<file path="src/design/skvm_pkg.sv">
package skvm_pkg;

    localparam int TABLE_SLOTS     = 16;
    localparam int BREAKPOINTS_DEF = 10;
    localparam int READING_W       = 10;
    localparam int VOLUME_W        = 7;
    localparam int BYTE_W          = 8;
    localparam int NUM_W           = 13;
    localparam int DEN_W           = 10;
    localparam int SEG_W           = $clog2(TABLE_SLOTS);
    localparam int SUM_W           = 8;
    localparam int CFG_INDEX_W     = 2;

    localparam logic [BYTE_W-1:0]   START_CHAR_RST  = 8'd97;
    localparam logic [VOLUME_W-1:0] BASE_VOLUME_RST = 7'd50;
    localparam logic [BYTE_W-1:0]   CHAR_ZERO       = 8'h30;
    localparam logic [BYTE_W-1:0]   CHAR_NINE       = 8'h39;
    localparam logic [SUM_W-1:0]    VOLUME_MAX      = 8'd100;
    localparam logic [READING_W-1:0] READING_MAX    = 10'd999;

    typedef enum logic [CFG_INDEX_W-1:0] {
        CFG_START_CHAR  = 2'd0,
        CFG_BASE_VOLUME = 2'd1
    } t_cfg_reg;

    typedef enum logic [1:0] {
        ST_IDLE,
        ST_SETUP,
        ST_DIV,
        ST_HOLD
    } t_state;

    typedef struct packed {
        logic             start;
        logic [NUM_W-1:0] num;
        logic [DEN_W-1:0] den;
    } t_div_req;

    typedef struct packed {
        logic             busy;
        logic             done;
        logic [NUM_W-1:0] quot;
    } t_div_stat;

    function automatic logic [READING_W-1:0] bp_value(input logic [SEG_W-1:0] idx);
        logic [READING_W-1:0] v;
        case (idx)
            4'd0:    v = 10'd35;
            4'd1:    v = 10'd50;
            4'd2:    v = 10'd70;
            4'd3:    v = 10'd100;
            4'd4:    v = 10'd200;
            4'd5:    v = 10'd300;
            4'd6:    v = 10'd400;
            4'd7:    v = 10'd500;
            4'd8:    v = 10'd750;
            4'd9:    v = 10'd950;
            default: v = 10'd1000;
        endcase
        return v;
    endfunction

endpackage

</file>
<file path="src/design/skvm_div.sv">
module skvm_div (
    input  logic                i_clk,
    input  logic                i_rst_n,
    input  skvm_pkg::t_div_req  i_req,
    output skvm_pkg::t_div_stat o_stat
);

    localparam int CNT_W = $clog2(skvm_pkg::NUM_W + 1);

    logic [CNT_W-1:0]              r_cnt;
    logic                          r_done;
    logic [skvm_pkg::NUM_W-1:0]    r_dvd;
    logic [skvm_pkg::DEN_W-1:0]    r_rem;
    logic [skvm_pkg::DEN_W-1:0]    r_den;
    logic [skvm_pkg::DEN_W:0]      shifted;
    logic [skvm_pkg::DEN_W:0]      diff;
    logic                          fits;

    assign shifted = {r_rem, r_dvd[skvm_pkg::NUM_W-1]};
    assign diff    = shifted - {1'b0, r_den};
    assign fits    = shifted >= {1'b0, r_den};

    always_ff @(posedge i_clk) begin
        if (!i_rst_n) begin
            r_cnt  <= '0;
            r_done <= 1'b0;
        end else begin
            r_done <= (r_cnt == CNT_W'(1));
            if (i_req.start) begin
                r_cnt <= CNT_W'(skvm_pkg::NUM_W);
            end else if (r_cnt != '0) begin
                r_cnt <= r_cnt - CNT_W'(1);
            end
        end
    end

    // one quotient bit per cycle, restoring
    always_ff @(posedge i_clk) begin
        if (i_req.start) begin
            r_dvd <= i_req.num;
            r_rem <= '0;
            r_den <= i_req.den;
        end else if (r_cnt != '0) begin
            r_dvd <= {r_dvd[skvm_pkg::NUM_W-2:0], fits};
            r_rem <= fits ? diff[skvm_pkg::DEN_W-1:0] : shifted[skvm_pkg::DEN_W-1:0];
        end
    end

    assign o_stat.busy = (r_cnt != '0);
    assign o_stat.done = r_done;
    assign o_stat.quot = r_dvd;

endmodule

</file>
<file path="src/design/serial_knob_volume_mapper.sv">
// flow: a start or non-final byte is accepted whenever the mapper is idle; the third digit of a frame
// gives its result after setup, the divider steps, finish and hold, and hold waits for a free output
// throughput: one byte per cycle between frames; the third digit holds the input off until its
// result is passed to the output, so the bit-serial divider and the output bound the frame rate
// reset: synchronous active low; hunting for the start character, config registers at defaults
module serial_knob_volume_mapper #(
    parameter int BREAKPOINTS = skvm_pkg::BREAKPOINTS_DEF
) (
    input  logic                                i_clk,
    input  logic                                i_rst_n,
    input  logic                                i_cfg_we,
    input  logic [skvm_pkg::CFG_INDEX_W-1:0]    i_cfg_index,
    input  logic [skvm_pkg::BYTE_W-1:0]         i_cfg_data,
    input  logic                                i_rx_valid,
    output logic                                o_rx_ready,
    input  logic [skvm_pkg::BYTE_W-1:0]         i_rx_byte,
    output logic                                o_res_valid,
    input  logic                                i_res_ready,
    output logic [skvm_pkg::VOLUME_W-1:0]       o_volume_percent,
    output logic [skvm_pkg::READING_W-1:0]      o_knob_reading
);

    localparam int BP_N = (BREAKPOINTS < 2) ? 2 :
                          ((BREAKPOINTS > skvm_pkg::TABLE_SLOTS) ? skvm_pkg::TABLE_SLOTS
                                                                 : BREAKPOINTS);
    localparam logic [skvm_pkg::SEG_W-1:0] SEG_LAST = skvm_pkg::SEG_W'(BP_N - 1);

    skvm_pkg::t_state                   r_state, n_state;
    logic [1:0]                         r_phase, n_phase;
    logic [skvm_pkg::READING_W-1:0]     r_acc, n_acc;
    logic [skvm_pkg::READING_W-1:0]     r_reading, n_reading;
    logic [skvm_pkg::SEG_W-1:0]         r_seg, n_seg;
    logic                               r_below, n_below;
    logic [skvm_pkg::VOLUME_W-1:0]      r_vol, n_vol;
    logic [skvm_pkg::BYTE_W-1:0]        r_start_char;
    logic [skvm_pkg::VOLUME_W-1:0]      r_base_volume;
    logic                               r_res_valid, n_res_valid;
    logic [skvm_pkg::VOLUME_W-1:0]      r_res_vol, n_res_vol;
    logic [skvm_pkg::READING_W-1:0]     r_res_reading, n_res_reading;

    skvm_pkg::t_div_req                 div_req;
    skvm_pkg::t_div_stat                div_stat;

    logic                               rx_fire;
    logic                               is_digit;
    logic [skvm_pkg::BYTE_W-1:0]        digit;
    logic [skvm_pkg::READING_W+3:0]     acc_next_wide;
    logic                               seg_found;
    logic [skvm_pkg::SEG_W-1:0]         seg_idx;
    logic [skvm_pkg::READING_W-1:0]     seg_lo;
    logic [skvm_pkg::READING_W-1:0]     seg_hi;
    logic [skvm_pkg::READING_W-1:0]     span;
    logic [skvm_pkg::READING_W-1:0]     offset;
    logic [skvm_pkg::SUM_W-1:0]         vol_sum;
    logic                               out_free;

    skvm_div u_div (
        .i_clk   (i_clk),
        .i_rst_n (i_rst_n),
        .i_req   (div_req),
        .o_stat  (div_stat)
    );

    assign rx_fire  = i_rx_valid && o_rx_ready;
    assign is_digit = (i_rx_byte >= skvm_pkg::CHAR_ZERO)
                   && (i_rx_byte <= skvm_pkg::CHAR_NINE);
    assign digit    = i_rx_byte - skvm_pkg::CHAR_ZERO;
    assign acc_next_wide = {1'b0, r_acc, 3'b000} + {3'b000, r_acc, 1'b0}
                         + {6'b0, digit};
    assign out_free = !r_res_valid || i_res_ready;

    // first segment whose upper breakpoint lies above the reading
    always_comb begin
        seg_found = 1'b0;
        seg_idx   = '0;
        for (int k = 1; k < skvm_pkg::TABLE_SLOTS; k++) begin
            if (k < BP_N && !seg_found
                && r_reading < skvm_pkg::bp_value(skvm_pkg::SEG_W'(k))) begin
                seg_found = 1'b1;
                seg_idx   = skvm_pkg::SEG_W'(k - 1);
            end
        end
    end

    assign seg_lo = skvm_pkg::bp_value(seg_idx);
    assign seg_hi = skvm_pkg::bp_value(seg_idx + skvm_pkg::SEG_W'(1));
    assign span   = seg_hi - seg_lo;
    assign offset = r_reading - seg_lo;

    assign vol_sum = skvm_pkg::SUM_W'(r_base_volume)
                   + skvm_pkg::SUM_W'({r_seg, 2'b00}) + skvm_pkg::SUM_W'(r_seg)
                   + skvm_pkg::SUM_W'(div_stat.quot);

    always_comb begin
        n_state       = r_state;
        n_phase       = r_phase;
        n_acc         = r_acc;
        n_reading     = r_reading;
        n_seg         = r_seg;
        n_below       = r_below;
        n_vol         = r_vol;
        n_res_valid   = r_res_valid && !i_res_ready;
        n_res_vol     = r_res_vol;
        n_res_reading = r_res_reading;
        o_rx_ready    = 1'b0;
        div_req.start = 1'b0;
        div_req.num   = '0;
        div_req.den   = skvm_pkg::DEN_W'(1);

        unique case (r_state)
            skvm_pkg::ST_IDLE: begin
                o_rx_ready = 1'b1;
                if (rx_fire) begin
                    if (r_phase == 2'd0) begin
                        if (i_rx_byte == r_start_char) begin
                            n_phase = 2'd1;
                            n_acc   = '0;
                        end
                    end else if (!is_digit) begin
                        n_phase = 2'd0;
                    end else begin
                        n_acc = acc_next_wide[skvm_pkg::READING_W-1:0];
                        if (r_phase == 2'd3) begin
                            n_phase   = 2'd0;
                            n_reading = acc_next_wide[skvm_pkg::READING_W-1:0];
                            n_state   = skvm_pkg::ST_SETUP;
                        end else begin
                            n_phase = r_phase + 2'd1;
                        end
                    end
                end
            end
            skvm_pkg::ST_SETUP: begin
                n_below       = r_reading < skvm_pkg::bp_value('0);
                n_seg         = seg_found ? seg_idx : SEG_LAST;
                div_req.start = 1'b1;
                if (seg_found && span != '0) begin
                    div_req.num = skvm_pkg::NUM_W'({offset, 2'b00})
                                + skvm_pkg::NUM_W'(offset);
                    div_req.den = span;
                end
                n_state = skvm_pkg::ST_DIV;
            end
            skvm_pkg::ST_DIV: begin
                if (div_stat.done) begin
                    if (r_below) begin
                        n_vol = '0;
                    end else if (vol_sum > skvm_pkg::VOLUME_MAX) begin
                        n_vol = skvm_pkg::VOLUME_W'(skvm_pkg::VOLUME_MAX);
                    end else begin
                        n_vol = vol_sum[skvm_pkg::VOLUME_W-1:0];
                    end
                    n_state = skvm_pkg::ST_HOLD;
                end
            end
            skvm_pkg::ST_HOLD: begin
                if (out_free) begin
                    n_res_valid   = 1'b1;
                    n_res_vol     = r_vol;
                    n_res_reading = r_reading;
                    n_state       = skvm_pkg::ST_IDLE;
                end
            end
            default: n_state = skvm_pkg::ST_IDLE;
        endcase
    end

    always_ff @(posedge i_clk) begin
        if (!i_rst_n) begin
            r_state     <= skvm_pkg::ST_IDLE;
            r_phase     <= 2'd0;
            r_acc       <= '0;
            r_res_valid <= 1'b0;
        end else begin
            r_state     <= n_state;
            r_phase     <= n_phase;
            r_acc       <= n_acc;
            r_res_valid <= n_res_valid;
        end
    end

    always_ff @(posedge i_clk) begin
        r_reading     <= n_reading;
        r_seg         <= n_seg;
        r_below       <= n_below;
        r_vol         <= n_vol;
        r_res_vol     <= n_res_vol;
        r_res_reading <= n_res_reading;
    end

    always_ff @(posedge i_clk) begin
        if (!i_rst_n) begin
            r_start_char  <= skvm_pkg::START_CHAR_RST;
            r_base_volume <= skvm_pkg::BASE_VOLUME_RST;
        end else if (i_cfg_we) begin
            unique case (i_cfg_index)
                skvm_pkg::CFG_START_CHAR:  r_start_char  <= i_cfg_data;
                skvm_pkg::CFG_BASE_VOLUME:
                    r_base_volume <= i_cfg_data[skvm_pkg::VOLUME_W-1:0];
                default: ;
            endcase
        end
    end

    assign o_res_valid      = r_res_valid;
    assign o_volume_percent = r_res_vol;
    assign o_knob_reading   = r_res_reading;

`ifndef NO_ASSERTIONS
    a_vol_range: assert property (@(posedge i_clk) disable iff (!i_rst_n)
        o_res_valid |-> (7'(o_volume_percent) <= 7'(skvm_pkg::VOLUME_MAX)))
        else $error("volume above saturation limit");

    a_reading_range: assert property (@(posedge i_clk) disable iff (!i_rst_n)
        o_res_valid |-> (o_knob_reading <= skvm_pkg::READING_MAX))
        else $error("knob reading out of range");

    a_div_idle_outside: assert property (@(posedge i_clk) disable iff (!i_rst_n)
        (r_state == skvm_pkg::ST_IDLE || r_state == skvm_pkg::ST_HOLD) |-> !div_stat.busy)
        else $error("divider busy outside divide phase");

    a_div_to_hold: assert property (@(posedge i_clk) disable iff (!i_rst_n)
        (r_state == skvm_pkg::ST_DIV && div_stat.done) |=> (r_state == skvm_pkg::ST_HOLD))
        else $error("divide finish did not reach hold");
`endif

endmodule
</file>
<file path="config.mk">
export PLATFORM = sky130hd
export DESIGN_NAME = serial_knob_volume_mapper
export DESIGN_NICKNAME = d
export VERILOG_FILES = /design/src/design/skvm_pkg.sv /design/src/design/skvm_div.sv /design/src/design/serial_knob_volume_mapper.sv
export SDC_FILE = /design/constraint.sdc
export NUM_CORES = 1
export LEC_CHECK = 0
export ABC_AREA = 1
export BUFFER_PORTS_ARGS = -buffer_cell sky130_fd_sc_hd__clkbuf_2
export CORE_MARGIN = 5
export CORE_UTILIZATION = 45
export CTS_BUF_LIST = sky130_fd_sc_hd__clkbuf_4
export DETAILED_ROUTE_END_ITERATION = 16
export HOLD_SLACK_MARGIN = 0.12
export SYNTH_ARGS = -nofsm -noshare
export SYNTH_HDL_FRONTEND = slang
export SYNTH_SLANG_ARGS = --single-unit
</file>
<file path="constraint.sdc">
create_clock -name i_clk -period 5.8 [get_ports i_clk]
set_input_delay 0.29 -clock i_clk [delete_from_list [all_inputs] [get_ports i_clk]]
set_output_delay 0.29 -clock i_clk [all_outputs]
set_load 0.02 [all_outputs]
</file>
==> impl_metrics.ini <==
[pwr]
total_leakage_power_nw = 3.89
power_density_nw_per_um2 = 368
ir_drop_v = 0.000211

[floorplanning]
start_util = 0.454
core_um2 = 16400
die_h_um = 139
die-area_um2 = 19200
ios = 42
die_width_um = 139
rows = 47

[sta]
maxSlewHeadroom = 0.241
finalSetupViolCount = 0
timing.fmax_mhz = 209
worstMarginPinSlew_ns = 1.14
fin_setup_tns_ns = 0
finalMaxSlewViolations = 0
setup_slack_ns = 1.00
whs_ns = 0.165
hold_viol = 0
skew_ns = 0.0201
min_period_ns = 4.80
post-route-period-util = 0.827
rsz0062_at_grt = false

[worst_setup_path]
cp.buffers_inverters = 5
crit_type = reg2reg
path_max_fanout = 9
max_stage_delay_ns = 0.56
crit_path_start_kind = register
crit_path_end_kind = register
cp_data_arrival_time_ns = 5.06
cpMaxStageDelayCell = edfxtp_1
cpMostUsedCell = nand2_1
worst_ep_required_time_ns = 6.06
critPathTopFamily = simple AND/OR/NAND/NOR gates

[clock_network]
cts_inserted_buffers = 9
clock_sinks = 106
cts_root_buffer = clkbuf_4
insertion_delay_ns = 0.47
path_clk_slew_ns = 0.17
htreeDepth = 3
clockBufferDepth = 2
cts-resized-gates = 0
cts_tree = built

[job]
cap_violations = 0

[logic_synthesis]
synthTopCellsByArea = edfxtp_1 25%, dfxtp_1 12%, ha_1 12%, nand2_1 10%, inv_1 7.7%
yosysTopAreaCellShare = 0.250
synth.largest_area_cell = edfxtp_1
ys_ff_latch = 106
syn_inst = 931
avgSynthCellArea_um2 = 8.01
netlist_top_cells_count = 206 x nand2_1, 152 x inv_1, 79 x nor2_1
synth.distinct_cells = 46
syn_area_um2 = 7450
ys_seq_area_frac = 0.368
synth_most_common_cell = nand2_1
syn-num-nets = 1042
synth_edf_count = 62
yosys_warnings = 0
ys.flop_type = edfxtp_1
synthArstFlopShare = 0

[placed_design]
dpl_cell_area_um2 = 7920
io_buffers = 41
dpl.cell_count = 1186
finalWeightedCongestion = 0.862
hpwl_um = 13000
post-place-ws_ns = 1.03

[layout]
design_area_um2 = 8150
fillers = 1613
final_layout_size_suffix_gt1_frac = 0.0907
nets = 1098
fin_cells = 1213
regArea_um2 = 2740
multiInputGateArea_um2 = 4100
area_delta_synth_final_pct = 9.35

[grt]
grt_first_pass_wirelength_um = 27000
grt_pass1_vias = 5659
grt_overflow_total = 0
gr-usage-all-layers = 0.170
grt_max_degree = 25
antenna_found_initial = 1

[hold_path]
min_path_type = in2reg

[status]
outcome = complete, no violations

[routing]
drt_iter0_drc = 218
via_per_inst = 4.94
first_pass_iters = 5
drc = 0
routedWlPerCell_um = 13.3
vias = 5997
wirelength_um = 16100
antenna_left = 0
-- kinds of logic (layout without fill, tap and decap cells) --
logic type / after synthesis / in the layout / share of synthesized area
AND/OR/NAND/NOR: 394 / 394 / 0.234
buffers and inverters: 164 / 225 / 0.0833
AO/OA/AOI/OAI: 140 / 140 / 0.102
flip-flops: 106 / 106 / 0.368
adder cells (fa/ha/maj): 88 / 88 / 0.167
XOR/XNOR: 39 / 39 / 0.0458
other: 0 / 1 / 0
-- where the power goes --
group          switching (W)  leakage [nW]  internal (W)
Combinational       0.000936          2.89      0.000574
Clock               0.000261        0.0681     0.0000995
Sequential         0.0000976         0.939       0.00103
-- layer usage --
metal / vias to the layer above / part of all wire / track usage
li1: 3145 / - / -
met4: 0 / 0.017 / 0.0448
met2: 101 / 0.49 / 0.297
met3: 17 / 0.036 / 0.0290
met5: - / 0 / 0
met1: 2734 / 0.46 / 0.219
-- area by class of cell --
| class | count | area share |
|---|---|---|
| diodes | 1 | 0.000307 |
| flip-flops and latches | 106 | 0.336 |
| well taps | 220 | 0.0338 |
| repair buffers | 54 | 0.0402 |
| clock buffers | 10 | 0.00921 |
| clock inverters | 6 | 0.00629 |
| inverters | 155 | 0.0714 |
| multi-input cells | 661 | 0.502 |
-- cells in the final DEF, fill, tap and decap left out, types with 2 or more instances in the layout --
cell type      Yosys  routed
dlygate4sd3_1      0      10
nand3_2            2       2
nand3_1           63      63
nor3_1             7       7
clkbuf_2           0      41
dfxtp_1           44      44
o31ai_1            2       2
o21ai_1            2       2
nand2_1          206     206
xnor2_1           17      17
buf_4              1       3
nor2_2             2       2
nor2_4             3       3
o21bai_1           7       7
o21ai_0           46      46
o211ai_1           2       2
clkbuf_4           0      10
o22ai_1            3       3
or2_2              5       5
edfxtp_1          62      62
nor2_1            79      79
inv_1            152     152
inv_8              0       2
inv_2              3       3
nand2_2            5       5
clkinv_4           0       2
ha_1              69      69
nand2_4            2       2
o21a_1             4       4
fa_1              19      19
a21oi_1           68      67
nand4_1            9       9
a21oi_2            2       3
xor2_1            22      22
-- registers in the layout, indices dropped and copies added, names as in the netlist, 4 cells and up --
name	flops
u_div.r_dvd	13
o_knob_reading	10
r_reading	10
u_div.r_den	10
u_div.r_rem	10
r_acc	9
r_start_char	8
o_volume_percent	7
r_base_volume	7
r_vol	7
r_seg	4
u_div.r_cnt	4
-- metrics by stage --
stage	utilization	total power (W)
6_report	0.497	0.00300
5_1_grt	0.497	0.00331
4_1_cts	0.497	0.00304
3_5_place_dp	0.483	0.00266
3_3_place_gp	0.483	0.00265
2_1_floorplan	-	0.00233
-- path summary, 6_finish.rpt --
| check | startpoint | to | slack [ns] | depth (start not counted) |
|---|---|---|---|---|
| worst max-delay path | r_reading[8] | u_div.r_dvd[11] | 1.00 | 30 |
| worst min-delay path | i_cfg_index[1] | r_base_volume[1] | 0.17 | 4 |
| worst max register to register | r_reading[8] | u_div.r_dvd[11] | 1.00 | 30 |
| worst min register to register | r_vol[4] | o_volume_percent[4] | 0.44 | 0 |
-- worst reg2reg max path, delay by kind of cell (launching register included) --
kind,cells,cell delay [ns]
and+or+nand+nor,17,1.79
buffers and inverters,5,0.39
AOI/OAI and AO/OA,3,0.65
xor gates and xnor gates,1,0.14
DFF,1,0.56
adders and majority gates,4,1.06
-- repair_timing --
| item | in CTS | in global routing |
|---|---|---|
| setup buffers | 0 | 0 |
| hold endpoints to repair | 18 | 0 |
| hold buffers | 10 | 0 |
| setup endpoints to repair | 0 | 0 |
Power figures use the tool's default switching activity.
